===== config.mk =====
export PLATFORM = sky130hd
export DESIGN_NAME = semicolon_command_frame_parser_top
export DESIGN_NICKNAME = d
export VERILOG_FILES = /design/src/hdl/scpf_pkg.sv /design/src/hdl/scpf_core.sv /design/src/hdl/semicolon_command_frame_parser_top.sv
export SDC_FILE = /design/constraint.sdc
export NUM_CORES = 1
export LEC_CHECK = 0
export BUFFER_PORTS_ARGS = -buffer_cell sky130_fd_sc_hd__buf_2
export CAP_MARGIN = 40
export CORE_ASPECT_RATIO = 0.7
export CORE_MARGIN = 1
export CORE_UTILIZATION = 30
export CTS_CLUSTER_SIZE = 8
export DETAILED_ROUTE_END_ITERATION = 10
export PLACE_DENSITY_LB_ADDON = 0.12
export SETUP_SLACK_MARGIN = 0.1
export SKIP_LAST_GASP = 1
export SYNTH_ARGS = -nofsm -noshare
export SYNTH_HDL_FRONTEND = slang
export SYNTH_SLANG_ARGS = --single-unit

===== constraint.sdc =====
create_clock -name clk_i -period 7.96 [get_ports clk_i]
set_input_delay 0 -clock clk_i [delete_from_list [all_inputs] [get_ports clk_i]]
set_output_delay 0 -clock clk_i [all_outputs]
set_load 0.02 [all_outputs]

===== src/hdl/scpf_pkg.sv =====
// ----------------------------------------------------------------------------
// scpf_pkg
// Shared types and constants for the semicolon command frame parser.
// ----------------------------------------------------------------------------
package scpf_pkg;

  // Width of the signed command values.
  localparam int VALUE_WIDTH = 16;
  // Accumulator width while a digit is folded in (times ten plus a digit).
  localparam int ACC_WIDTH   = VALUE_WIDTH + 4;

  // Largest magnitude kept (the most negative value) and largest positive value.
  localparam logic [VALUE_WIDTH-1:0] MAG_LIMIT = {1'b1, {(VALUE_WIDTH-1){1'b0}}};
  localparam logic [VALUE_WIDTH-1:0] MAG_MAX   = {1'b0, {(VALUE_WIDTH-1){1'b1}}};

  // Characters of interest.
  localparam logic [7:0] CH_NUL   = 8'h00;
  localparam logic [7:0] CH_SEMI  = 8'h3B;
  localparam logic [7:0] CH_SPACE = 8'h20;
  localparam logic [7:0] CH_TAB   = 8'h09;
  localparam logic [7:0] CH_CR    = 8'h0D;
  localparam logic [7:0] CH_PLUS  = 8'h2B;
  localparam logic [7:0] CH_MINUS = 8'h2D;
  localparam logic [7:0] CH_ZERO  = 8'h30;
  localparam logic [7:0] CH_NINE  = 8'h39;
  localparam logic [7:0] CH_ONE   = 8'h31;

  // Number scanning phases.
  localparam logic [1:0] PH_BLANKS = 2'd0;
  localparam logic [1:0] PH_SIGNED = 2'd1;
  localparam logic [1:0] PH_DIGITS = 2'd2;
  localparam logic [1:0] PH_STOP   = 2'd3;

  // Token positions within a frame.
  localparam logic [2:0] TOK_NONE  = 3'd0;
  localparam logic [2:0] TOK_ACK   = 3'd1;
  localparam logic [2:0] TOK_SERVO = 3'd2;
  localparam logic [2:0] TOK_MOTOR = 3'd3;
  localparam logic [2:0] TOK_LIGHT = 3'd4;
  localparam logic [2:0] TOK_CTRL  = 3'd5;
  localparam logic [2:0] TOK_EXTRA = 3'd6;

  // Keyword match progress.
  localparam logic [2:0] ACK_DONE = 3'd3;
  localparam logic [2:0] ACK_FAIL = 3'd4;
  localparam logic [1:0] ONE_NONE = 2'd0;
  localparam logic [1:0] ONE_SEEN = 2'd1;
  localparam logic [1:0] ONE_FAIL = 2'd2;

  typedef struct packed {
    logic                   accepted;
    logic [VALUE_WIDTH-1:0] servo;
    logic [VALUE_WIDTH-1:0] motor;
    logic                   lights;
    logic                   control;
  } scpf_result_t;

  // Expected character at each position of the ACK keyword.
  function automatic logic [7:0] ack_char(input logic [1:0] pos);
    logic [7:0] ch;
    unique case (pos)
      2'd0:    ch = 8'h41;
      2'd1:    ch = 8'h43;
      2'd2:    ch = 8'h4B;
      default: ch = CH_NUL;
    endcase
    return ch;
  endfunction

endpackage


===== src/hdl/scpf_core.sv =====
// ----------------------------------------------------------------------------
// scpf_core
// Per-byte frame tokenizer and field decoder; holds the frame state and
// presents the finished result combinationally on a frame end step.
// ----------------------------------------------------------------------------
module scpf_core import scpf_pkg::*; (
  input  logic         clk_i,
  input  logic         rst_ni,
  input  logic         step_i,
  input  logic [7:0]   char_i,
  input  logic         end_i,
  output scpf_result_t result_o
);

  logic [2:0]             tok_idx_q, tok_idx_d;
  logic                   in_tok_q, in_tok_d;
  logic [2:0]             ack_prog_q, ack_prog_d;
  logic [VALUE_WIDTH-1:0] acc_q, acc_d;
  logic [1:0]             phase_q, phase_d;
  logic                   neg_q, neg_d;
  logic [VALUE_WIDTH-1:0] servo_q, servo_d;
  logic [VALUE_WIDTH-1:0] motor_q, motor_d;
  logic [1:0]             one_prog_q, one_prog_d;
  logic [1:0]             flags_q, flags_d;
  logic                   ack_q, ack_d;
  logic                   ended_q, ended_d;

  logic [VALUE_WIDTH-1:0] num_val;
  logic                   fin_ack;
  logic [VALUE_WIDTH-1:0] fin_servo, fin_motor;
  logic [1:0]             fin_flags;

  logic [2:0]             cur_idx;
  logic [2:0]             cur_ack;
  logic [VALUE_WIDTH-1:0] cur_acc;
  logic [1:0]             cur_phase;
  logic                   cur_neg;
  logic [1:0]             cur_one;
  logic                   is_blank, is_digit, is_sign;
  logic [ACC_WIDTH-1:0]   acc_ext, acc_next;

  // Signed value of the token just scanned, saturated to the value range.
  always_comb begin
    if (neg_q) begin
      num_val = VALUE_WIDTH'(0) - acc_q;
    end else if (acc_q > MAG_MAX) begin
      num_val = MAG_MAX;
    end else begin
      num_val = acc_q;
    end
  end

  // Holds as they stand once an open token is closed.
  always_comb begin
    fin_ack   = ack_q;
    fin_servo = servo_q;
    fin_motor = motor_q;
    fin_flags = flags_q;
    if (in_tok_q) begin
      unique case (tok_idx_q)
        TOK_ACK:   fin_ack   = (ack_prog_q == ACK_DONE);
        TOK_SERVO: fin_servo = num_val;
        TOK_MOTOR: fin_motor = num_val;
        TOK_LIGHT: fin_flags[0] = fin_flags[0] | (one_prog_q == ONE_SEEN);
        TOK_CTRL:  fin_flags[1] = fin_flags[1] | (one_prog_q == ONE_SEEN);
        default:   ;
      endcase
    end
  end

  always_comb begin
    result_o.accepted = fin_ack;
    result_o.servo    = fin_ack ? fin_servo : '0;
    result_o.motor    = fin_ack ? fin_motor : '0;
    result_o.lights   = fin_ack & fin_flags[0];
    result_o.control  = fin_ack & fin_flags[1];
  end

  // A text byte outside a token opens a new one with fresh scan state.
  always_comb begin
    if (in_tok_q) begin
      cur_idx   = tok_idx_q;
      cur_ack   = ack_prog_q;
      cur_acc   = acc_q;
      cur_phase = phase_q;
      cur_neg   = neg_q;
      cur_one   = one_prog_q;
    end else begin
      cur_idx   = (tok_idx_q < TOK_EXTRA) ? tok_idx_q + 3'd1 : tok_idx_q;
      cur_ack   = 3'd0;
      cur_acc   = '0;
      cur_phase = PH_BLANKS;
      cur_neg   = 1'b0;
      cur_one   = ONE_NONE;
    end
  end

  assign is_blank = (char_i == CH_SPACE) || (char_i >= CH_TAB && char_i <= CH_CR);
  assign is_digit = (char_i >= CH_ZERO) && (char_i <= CH_NINE);
  assign is_sign  = (char_i == CH_PLUS) || (char_i == CH_MINUS);
  assign acc_ext  = ACC_WIDTH'(cur_acc);
  assign acc_next = (acc_ext << 3) + (acc_ext << 1) + ACC_WIDTH'(char_i - CH_ZERO);

  always_comb begin
    tok_idx_d  = tok_idx_q;
    in_tok_d   = in_tok_q;
    ack_prog_d = ack_prog_q;
    acc_d      = acc_q;
    phase_d    = phase_q;
    neg_d      = neg_q;
    servo_d    = servo_q;
    motor_d    = motor_q;
    one_prog_d = one_prog_q;
    flags_d    = flags_q;
    ack_d      = ack_q;
    ended_d    = ended_q;

    if (step_i) begin
      priority if (end_i) begin
        // The frame is done: everything returns to its reset value.
        tok_idx_d  = TOK_NONE;
        in_tok_d   = 1'b0;
        ack_prog_d = 3'd0;
        acc_d      = '0;
        phase_d    = PH_BLANKS;
        neg_d      = 1'b0;
        servo_d    = '0;
        motor_d    = '0;
        one_prog_d = ONE_NONE;
        flags_d    = '0;
        ack_d      = 1'b0;
        ended_d    = 1'b0;
      end else if (ended_q) begin
        // Bytes after a NUL are ignored until the frame end.
      end else if (char_i == CH_NUL || char_i == CH_SEMI) begin
        in_tok_d = 1'b0;
        ack_d    = fin_ack;
        servo_d  = fin_servo;
        motor_d  = fin_motor;
        flags_d  = fin_flags;
        ended_d  = (char_i == CH_NUL);
      end else begin
        in_tok_d   = 1'b1;
        tok_idx_d  = cur_idx;
        ack_prog_d = cur_ack;
        acc_d      = cur_acc;
        phase_d    = cur_phase;
        neg_d      = cur_neg;
        one_prog_d = cur_one;
        unique case (cur_idx)
          TOK_ACK: begin
            if (cur_ack < ACK_DONE && char_i == ack_char(cur_ack[1:0])) begin
              ack_prog_d = cur_ack + 3'd1;
            end else begin
              ack_prog_d = ACK_FAIL;
            end
          end
          TOK_SERVO, TOK_MOTOR: begin
            priority if (cur_phase == PH_BLANKS && is_blank) begin
            end else if (cur_phase == PH_BLANKS && is_sign) begin
              neg_d   = (char_i == CH_MINUS);
              phase_d = PH_SIGNED;
            end else if (cur_phase != PH_STOP && is_digit) begin
              // The magnitude sticks at the limit once it passes it.
              acc_d   = (acc_next > ACC_WIDTH'(MAG_LIMIT)) ? MAG_LIMIT
                                                          : acc_next[VALUE_WIDTH-1:0];
              phase_d = PH_DIGITS;
            end else begin
              phase_d = PH_STOP;
            end
          end
          TOK_LIGHT, TOK_CTRL: begin
            one_prog_d = (cur_one == ONE_NONE && char_i == CH_ONE) ? ONE_SEEN : ONE_FAIL;
          end
          default: ;
        endcase
      end
    end
  end

  always_ff @(posedge clk_i or negedge rst_ni) begin
    if (!rst_ni) begin
      tok_idx_q  <= TOK_NONE;
      in_tok_q   <= 1'b0;
      ack_prog_q <= 3'd0;
      acc_q      <= '0;
      phase_q    <= PH_BLANKS;
      neg_q      <= 1'b0;
      servo_q    <= '0;
      motor_q    <= '0;
      one_prog_q <= ONE_NONE;
      flags_q    <= '0;
      ack_q      <= 1'b0;
      ended_q    <= 1'b0;
    end else begin
      tok_idx_q  <= tok_idx_d;
      in_tok_q   <= in_tok_d;
      ack_prog_q <= ack_prog_d;
      acc_q      <= acc_d;
      phase_q    <= phase_d;
      neg_q      <= neg_d;
      servo_q    <= servo_d;
      motor_q    <= motor_d;
      one_prog_q <= one_prog_d;
      flags_q    <= flags_d;
      ack_q      <= ack_d;
      ended_q    <= ended_d;
    end
  end

endmodule


===== src/hdl/semicolon_command_frame_parser_top.sv =====
// ----------------------------------------------------------------------------
// semicolon_command_frame_parser_top
// Byte-stream parser for ';'-separated command frames of the form
// ACK;servo;motor;lights;control, one result per frame.
// ----------------------------------------------------------------------------
// Usage: the input channel carries one frame byte per transaction, with
// frame_end_i marking the terminator position (its byte is ignored). Every
// transaction with frame_end_i set produces exactly one result transaction
// on the output channel; all other bytes produce none.
// Each byte is first captured in an input register, then decoded by the
// tokenizer, which updates the frame state and, on a frame end, loads the
// output register. A result passes through the input register and then
// the output register, and a pending result can hold it in the first.
// Throughput is one byte per cycle while in_stall_o is low; per-byte work
// is one compare tree and one multiply-by-ten add on the number accumulator.
// When the receiver holds out_stall_i high, the result stays in the output
// register; bytes that produce no result keep flowing, and only a second
// frame end stalls the input until the pending result is taken.
// Reset (rst_ni low, asynchronous) empties both registers and returns the
// frame state to the start of a frame.
// ----------------------------------------------------------------------------
module semicolon_command_frame_parser_top import scpf_pkg::*; (
  input  logic                   clk_i,
  input  logic                   rst_ni,
  input  logic                   in_valid_i,
  output logic                   in_stall_o,
  input  logic [7:0]             char_byte_i,
  input  logic                   frame_end_i,
  output logic                   out_valid_o,
  input  logic                   out_stall_i,
  output logic                   accepted_o,
  output logic [VALUE_WIDTH-1:0] servo_command_o,
  output logic [VALUE_WIDTH-1:0] motor_command_o,
  output logic                   lights_on_o,
  output logic                   control_on_o
);

  logic         s1_valid_q, s1_valid_d;
  logic [7:0]   s1_char_q;
  logic         s1_end_q;
  logic         out_valid_q, out_valid_d;
  scpf_result_t out_res_q;
  scpf_result_t core_res;
  logic         out_free;
  logic         s1_fire;
  logic         in_take;

  // The output slot is free when it is empty or being drained this cycle.
  assign out_free   = !out_valid_q || !out_stall_i;
  // Only a frame end needs the output slot; other bytes always move on.
  assign s1_fire    = s1_valid_q && (!s1_end_q || out_free);
  assign in_stall_o = s1_valid_q && !s1_fire;
  assign in_take    = in_valid_i && !in_stall_o;

  always_comb begin
    s1_valid_d = s1_valid_q;
    if (in_take) begin
      s1_valid_d = 1'b1;
    end else if (s1_fire) begin
      s1_valid_d = 1'b0;
    end
  end

  always_ff @(posedge clk_i or negedge rst_ni) begin
    if (!rst_ni) begin
      s1_valid_q <= 1'b0;
    end else begin
      s1_valid_q <= s1_valid_d;
    end
  end

  // Input payload register; loaded only on a transaction.
  always_ff @(posedge clk_i) begin
    if (in_take) begin
      s1_char_q <= char_byte_i;
      s1_end_q  <= frame_end_i;
    end
  end

  scpf_core u_core (
    .clk_i    (clk_i),
    .rst_ni   (rst_ni),
    .step_i   (s1_fire),
    .char_i   (s1_char_q),
    .end_i    (s1_end_q),
    .result_o (core_res)
  );

  always_comb begin
    out_valid_d = out_valid_q;
    if (s1_fire && s1_end_q) begin
      out_valid_d = 1'b1;
    end else if (!out_stall_i) begin
      out_valid_d = 1'b0;
    end
  end

  always_ff @(posedge clk_i or negedge rst_ni) begin
    if (!rst_ni) begin
      out_valid_q <= 1'b0;
    end else begin
      out_valid_q <= out_valid_d;
    end
  end

  always_ff @(posedge clk_i) begin
    if (s1_fire && s1_end_q) begin
      out_res_q <= core_res;
    end
  end

  assign out_valid_o     = out_valid_q;
  assign accepted_o      = out_res_q.accepted;
  assign servo_command_o = out_res_q.servo;
  assign motor_command_o = out_res_q.motor;
  assign lights_on_o     = out_res_q.lights;
  assign control_on_o    = out_res_q.control;

  // A frame end that leaves the input register must present a result next.
  assert property (@(posedge clk_i) disable iff (!rst_ni)
    (s1_fire && s1_end_q) |=> out_valid_q)
    else $error("frame end did not produce a result");

  // A pending result that is held back is never overwritten by a new frame.
  assert property (@(posedge clk_i) disable iff (!rst_ni)
    (out_valid_q && out_stall_i) |-> !(s1_fire && s1_end_q))
    else $error("pending result overwritten");

  // A rejected frame carries all-zero command fields.
  assert property (@(posedge clk_i) disable iff (!rst_ni)
    (out_valid_o && !accepted_o) |->
      (servo_command_o == '0 && motor_command_o == '0 && !lights_on_o && !control_on_o))
    else $error("rejected frame with nonzero fields");

endmodule


# After elaboration in Yosys (flattened, before gate mapping)
# Cells that the tools add are included.
dict set report word_totals {
  reg_bits 110
  in_bits 13
  wordCells 175
}
dict set report op_classes {
  add_sub_neg 6
  order_cmp 8
  eq_ne 24
  muxes 80
  bitwise 4
  n_reduce_logical 32
}
# op n
set ops {}
lappend ops {{16-bit 2-to-1 mux} 21}
lappend ops {{8-bit by 6-bit equality test with 1-bit output, second input constant} 5}
lappend ops {{8-bit 2-to-1 mux} 5}
lappend ops {{2-bit 2-to-1 mux} 17}
lappend ops {{3-bit 2-to-1 mux} 11}
lappend ops {{1-bit 2-to-1 mux} 25}
lappend ops {{7-bit case mux with 3 select lines} 1}
lappend ops {{19-bit by 17-bit adder with 20-bit output} 1}
lappend ops {{20-bit adder} 1}
lappend ops {{20-bit by 16-bit greater-than comparator with 1-bit output, second input constant} 1}
lappend ops {{16-bit by 15-bit greater-than comparator with 1-bit output, second input constant} 1}
lappend ops {{1-bit by 16-bit subtractor with 16-bit output, first input constant} 1}
lappend ops {{3-bit by 2-bit equality test with 1-bit output, second input constant} 5}
lappend ops {{3-bit equality test, second input constant} 4}
lappend ops {{1-bit logical AND} 11}
lappend ops {{8-bit by 6-bit subtractor with 9-bit output, second input constant} 1}
lappend ops {{8-bit equality test} 1}
lappend ops {{8-bit by 4-bit >= comparator with 1-bit output, second input constant} 1}
lappend ops {{8-bit by 6-bit >= comparator with 1-bit output, second input constant} 1}
lappend ops {{8-bit by 4-bit less-or-equal comparator with 1-bit output, second input constant} 1}
lappend ops {{8-bit by 6-bit less-or-equal comparator with 1-bit output, second input constant} 1}
lappend ops {{8-bit zero test} 1}
lappend ops {{3-bit by 1-bit adder with 3-bit output, second input constant} 2}
lappend ops {{3-bit by 1-bit equality test with 1-bit output, second input constant} 2}
lappend ops {{15 further kinds} 33}

# Longest topological paths before layout
dict set report depth {
  depth_word 16
  depth_mapped 16
  depth_no_buf 13
}

# Modules after synthesis
# A second synthesis with hierarchy kept.
dict set report unflattened {
  cells_unflattened 770
  hier_area_um2 7090.6
}
# mod n_inst cells_per_inst area_each_um2 seq_area_each_um2
set modules_own_cells {}
lappend modules_own_cells {scpf_core 1 714 5664.2 1601.5}
lappend modules_own_cells {semicolon_command_frame_parser_top 1 56 1426.4 1371.3}

# Least setup slack after synthesis
# No wires, ideal clock.
dict set report synth_timing {
  path_kind {register to register}
  startpoint {reg s1_char_q[4]}
  endpoint {reg u_core.acc_q[8]}
  setup_ps 96
  arrival_ps 4332
  setup_slack_ps 3532
  stages_incl_launch_ff 15
  n_path_buf 1
  period_less_slack_ps 4428
  cell_sequence {edfxtp_1 > ha_1 > nor3_1 > inv_1 > fa_1 > inv_1 > ha_1 > buf_2 > a21oi_2 > o211ai_1 > and4b_1 > or3_1 > a221oi_4 > nand3_2 > o31ai_1}
}
dict set report synth_via {
  elab_chain_len 11
  elab_cells_between_ends 30
}
# item line_no
set synth_lines {}
lappend synth_lines {{start, declared} semicolon_command_frame_parser_top.sv:39} ;# logic [7:0] s1_char_q;
lappend synth_lines {{start signal, assigned} semicolon_command_frame_parser_top.sv:75} ;# s1_char_q <= char_byte_i;
lappend synth_lines {{8-bit by 6-bit subtractor with 9-bit output} scpf_core.sv:102} ;# assign acc_next = (acc_ext << 3) + (acc_ext << 1) + ACC_WIDTH'(char_i - CH_ZERO);
lappend synth_lines {{20-bit adder} scpf_core.sv:102}
lappend synth_lines {{20-bit by 16-bit greater-than comparator with 1-bit output} scpf_core.sv:165} ;# acc_d = (acc_next > ACC_WIDTH'(MAG_LIMIT)) ? MAG_LIMIT
lappend synth_lines {{16-bit 2-to-1 mux} scpf_core.sv:165}
lappend synth_lines {{16-bit 2-to-1 mux} scpf_core.sv:163} ;# end else if (cur_phase != PH_STOP && is_digit) begin
lappend synth_lines {{16-bit 2-to-1 mux} scpf_core.sv:160} ;# end else if (cur_phase == PH_BLANKS && is_sign) begin
lappend synth_lines {{16-bit 2-to-1 mux} scpf_core.sv:159} ;# priority if (cur_phase == PH_BLANKS && is_blank) begin
lappend synth_lines {{16-bit 2-to-1 mux} scpf_core.sv:150} ;# unique case (cur_idx)
lappend synth_lines {{16-bit 2-to-1 mux} scpf_core.sv:135} ;# end else if (char_i == CH_NUL || char_i == CH_SEMI) begin
lappend synth_lines {{16-bit 2-to-1 mux} scpf_core.sv:133} ;# end else if (ended_q) begin
lappend synth_lines {{16-bit 2-to-1 mux} scpf_core.sv:119} ;# priority if (end_i) begin
lappend synth_lines {{end signal, assigned} scpf_core.sv:186} ;# acc_q <= '0;
lappend synth_lines {{end signal, assigned} scpf_core.sv:199} ;# acc_q <= acc_d;
lappend synth_lines {{end, declared} scpf_core.sv:18} ;# logic [VALUE_WIDTH-1:0] acc_q, acc_d;
# Several ways; a longest one is shown, not always the timed one. The select of a mux whose other input is x is not followed.
# A chain may end at the register's enable or synchronous reset.

# Final worst setup path
dict set report layout_timing {
  startpoint {reg s1_char_q[4]}
  endpoint {reg u_core.acc_q[13]}
}
# Same word-level chain as after synthesis.

==> flow_summary.ini <==
[status]
outcome = finished clean

[placement]
hpwlAfterDp_um = 13900
io_buffers = 49
place.gp.congestion = 0.854

[sta]
setup-tns-final_ps = 0
finalCritPeriodShare_pct = 61.6
hold_violations = 0
rsz0062_at_grt = false
tightest_slew_ps = 759
slew_headroom_pct = 49.2
fin_crit_ps = 4910
fmax_mhz = 204
final_max_slew_viol_count = 0
setup_viol = 0
fin_skew_ps = 8.37

[clocking]
cts_tree = built
cts_root_buf = clkbuf_16
clockBufferDepth = 2
post-cts-setup-buffers = 0
htree_num_levels = 3
clk_pin_slew_ps = 70
numCtsBuffers = 9
clock_sinks = 110
clock_latency_ps = 360

[global_routing]
grt.overflow.total = 0
grt_usage_pct = 15.8
grt_pass1_wl_um = 28900
antenna_found_initial = 0
first_global_vias = 5400
grt_max_degree = 64

[die]
num_rows = 46
initial_utilization_pct = 30.6
top_level_ports = 50
die_y_um = 129
coreArea_sq_um = 22600
die_w_um = 184
die_area_sq_um = 23700

[critical_path]
crit_fanout = 10
cp_data_arrival_time_ps = 5190
criticalPathCategory = flop to flop
timing.rr.end = u_core.acc_q[13]$_DFFE_PN0P_
r2r_slack_ps = 3050
crit_path_end_kind = flop
startpoint_type = flop
cp.required_ps = 8240
r2r_cells = 14
r2r-start = s1_char_q[4]$_DFFE_PP_

[synthesis]
synth_top_area_share_pct = 23.9
yosysMostFrequentCell = nand2_1
ys_ff_latch = 110
synthArstFlopShare_pct = 60.0
syn_area_sq_um = 6920
postSynthCellCount = 739
dominantRegCellSynth = dfrtp_1
yosysTopAreaCell = dfrtp_1
synth_area_leaders = dfrtp_1, edfxtp_1, ha_1, nand2_1, o21ai_0
synth-edff-count = 44
syn_avg_cell_area_sq_um = 9.37
ys_seq_area_share_pct = 43.0
synth.distinct_cells = 70
synth_top_cells_by_count = nand2_1, nor2_1, o21ai_0
syn_nets = 799
yosysWarnings = 0

[run]
drv_cap = 0

[route]
drt_pass1_iterations = 5
vias = 5612
routed-wl-met2_um = 7930
totalWireLength_um = 18400
drtAntennaViolNets = 0
wirelength_met1_um = 9380
post_drt_wl_per_cell_um = 16.5
drc_errors = 0
top_layer = met4
wl_met3_um = 885
drt_iter0_drc = 496
vias_per_cell = 5.06

[power]
p_per_area_nw_per_um2 = 160
peakVddDrop_mv = 0.104
p_leak_nw = 3.54
total_power_w = 0.00128

[cells_and_area]
fin_nets = 853
antenna_cells = 0
area_delta_synth_final_pct = 15.5
layout-drive-gt1-share_pct = 12.9
n_fill_cell = 2293

[min_path]
hold_class = input port to async pin
state kept, by name, summed over array words and instances (netlist names), 3 cells and up:
signal             cells
motor_command_o       16
u_core.servo_q        16
u_core.acc_q          16
servo_command_o       16
u_core.ack_prog_q      3
u_core.motor_q        16
u_core.tok_idx_q       3
s1_char_q              8
routing by layer:
metal	vias to the layer above	GRT usage, %
met3	14	3.93
li1	2755	-
met4	0	3.43
met1	2712	23.0
met5	-	0
met2	131	23.8
power breakdown:
part,internal (W),switching [W],leakage (nW)
clock,0.000255,0.000216,0.149
combinational,0.0000619,0.000113,2.05
sequential,0.000612,0.0000195,1.34
metrics by stage:
step	setup slack (ps)	hold slack, ps	cell area (sq um)	cells	utilization (%)
floorplan	3530	-296	6920	739	-
global route	2710	45.0	8000	1110	35.4
finish	3050	60.3	8000	1110	35.4
global placement	2530	179	7440	1073	32.9
CTS	2410	47.8	7990	1109	35.3
detailed placement	2420	-103	7550	1080	33.4
kinds of logic after synthesis:
kind of cell / share of synthesized area [%]
xor+xnor: 2.02
compound gates: 18.3
buf+inv: 5.30
simple gates: 17.0
flops: 43.0
mux: 4.37
fa+ha+maj: 10.1
final cells by class:
cell class / instances / area, sq um / area share, %
well taps: 312 / 390 / 4.88
clock buffers: 10 / 239 / 2.99
inverters: 51 / 191 / 2.39
clock inverters: 6 / 68.8 / 0.860
repair buffers: 75 / 531 / 6.63
flip-flops and latches: 110 / 2970 / 37.2
multi-input cells: 546 / 3600 / 45.1
what timing repair did:
action,in CTS,in global routing
hold buffers,13,0
resized for setup,0,0
hold endpoints to repair,77,0
worst max-delay path, stage by stage (launching register included):
cell and delay (ps):
edfxtp_1 480, ha_1 320, nor3_1 170, buf_2 240
inv_1 270, fa_1 610, inv_1 50, ha_1 410
a21oi_2 340, o211ai_1 230, and4b_1 240, or3_1 350
a221oi_4 570, nand4_1 310, o21ai_0 230
worst max-delay path by stage:
stage / start / to / slack, ps / cells past startpoint
after CTS: s1_char_q[4]$_DFFE_PP_ / u_core.acc_q[13]$_DFFE_PN0P_ / 2410 / 13
after global placement: s1_char_q[4]$_DFFE_PP_ / u_core.acc_q[6]$_DFFE_PN0P_ / 2530 / 13
after detailed placement: s1_char_q[4]$_DFFE_PP_ / u_core.acc_q[13]$_DFFE_PN0P_ / 2420 / 13
after floorplan: s1_char_q[4]$_DFFE_PP_ / u_core.acc_q[8]$_DFFE_PN0P_ / 3530 / 14
final: s1_char_q[4]$_DFFE_PP_ / u_core.acc_q[13]$_DFFE_PN0P_ / 3050 / 14
after global routing: s1_char_q[4]$_DFFE_PP_ / u_core.acc_q[13]$_DFFE_PN0P_ / 2710 / 14
cell usage in the layout, fill, tap and decap left out, types with 10 or more instances in the layout:
cell | netlist | layout
o21ai_0 | 68 | 67
buf_2 | 4 | 50
ha_1 | 32 | 32
dfrtp_1 | 66 | 66
inv_1 | 50 | 50
fa_1 | 15 | 15
dlygate4sd3_1 | 0 | 13
mux2i_1 | 28 | 28
nor2_1 | 71 | 70
nand2_1 | 104 | 104
nor3_1 | 14 | 14
o31ai_1 | 10 | 10
edfxtp_1 | 44 | 44
nand4_1 | 16 | 16
a21oi_1 | 49 | 48
(Power assumes the default switching activity.)
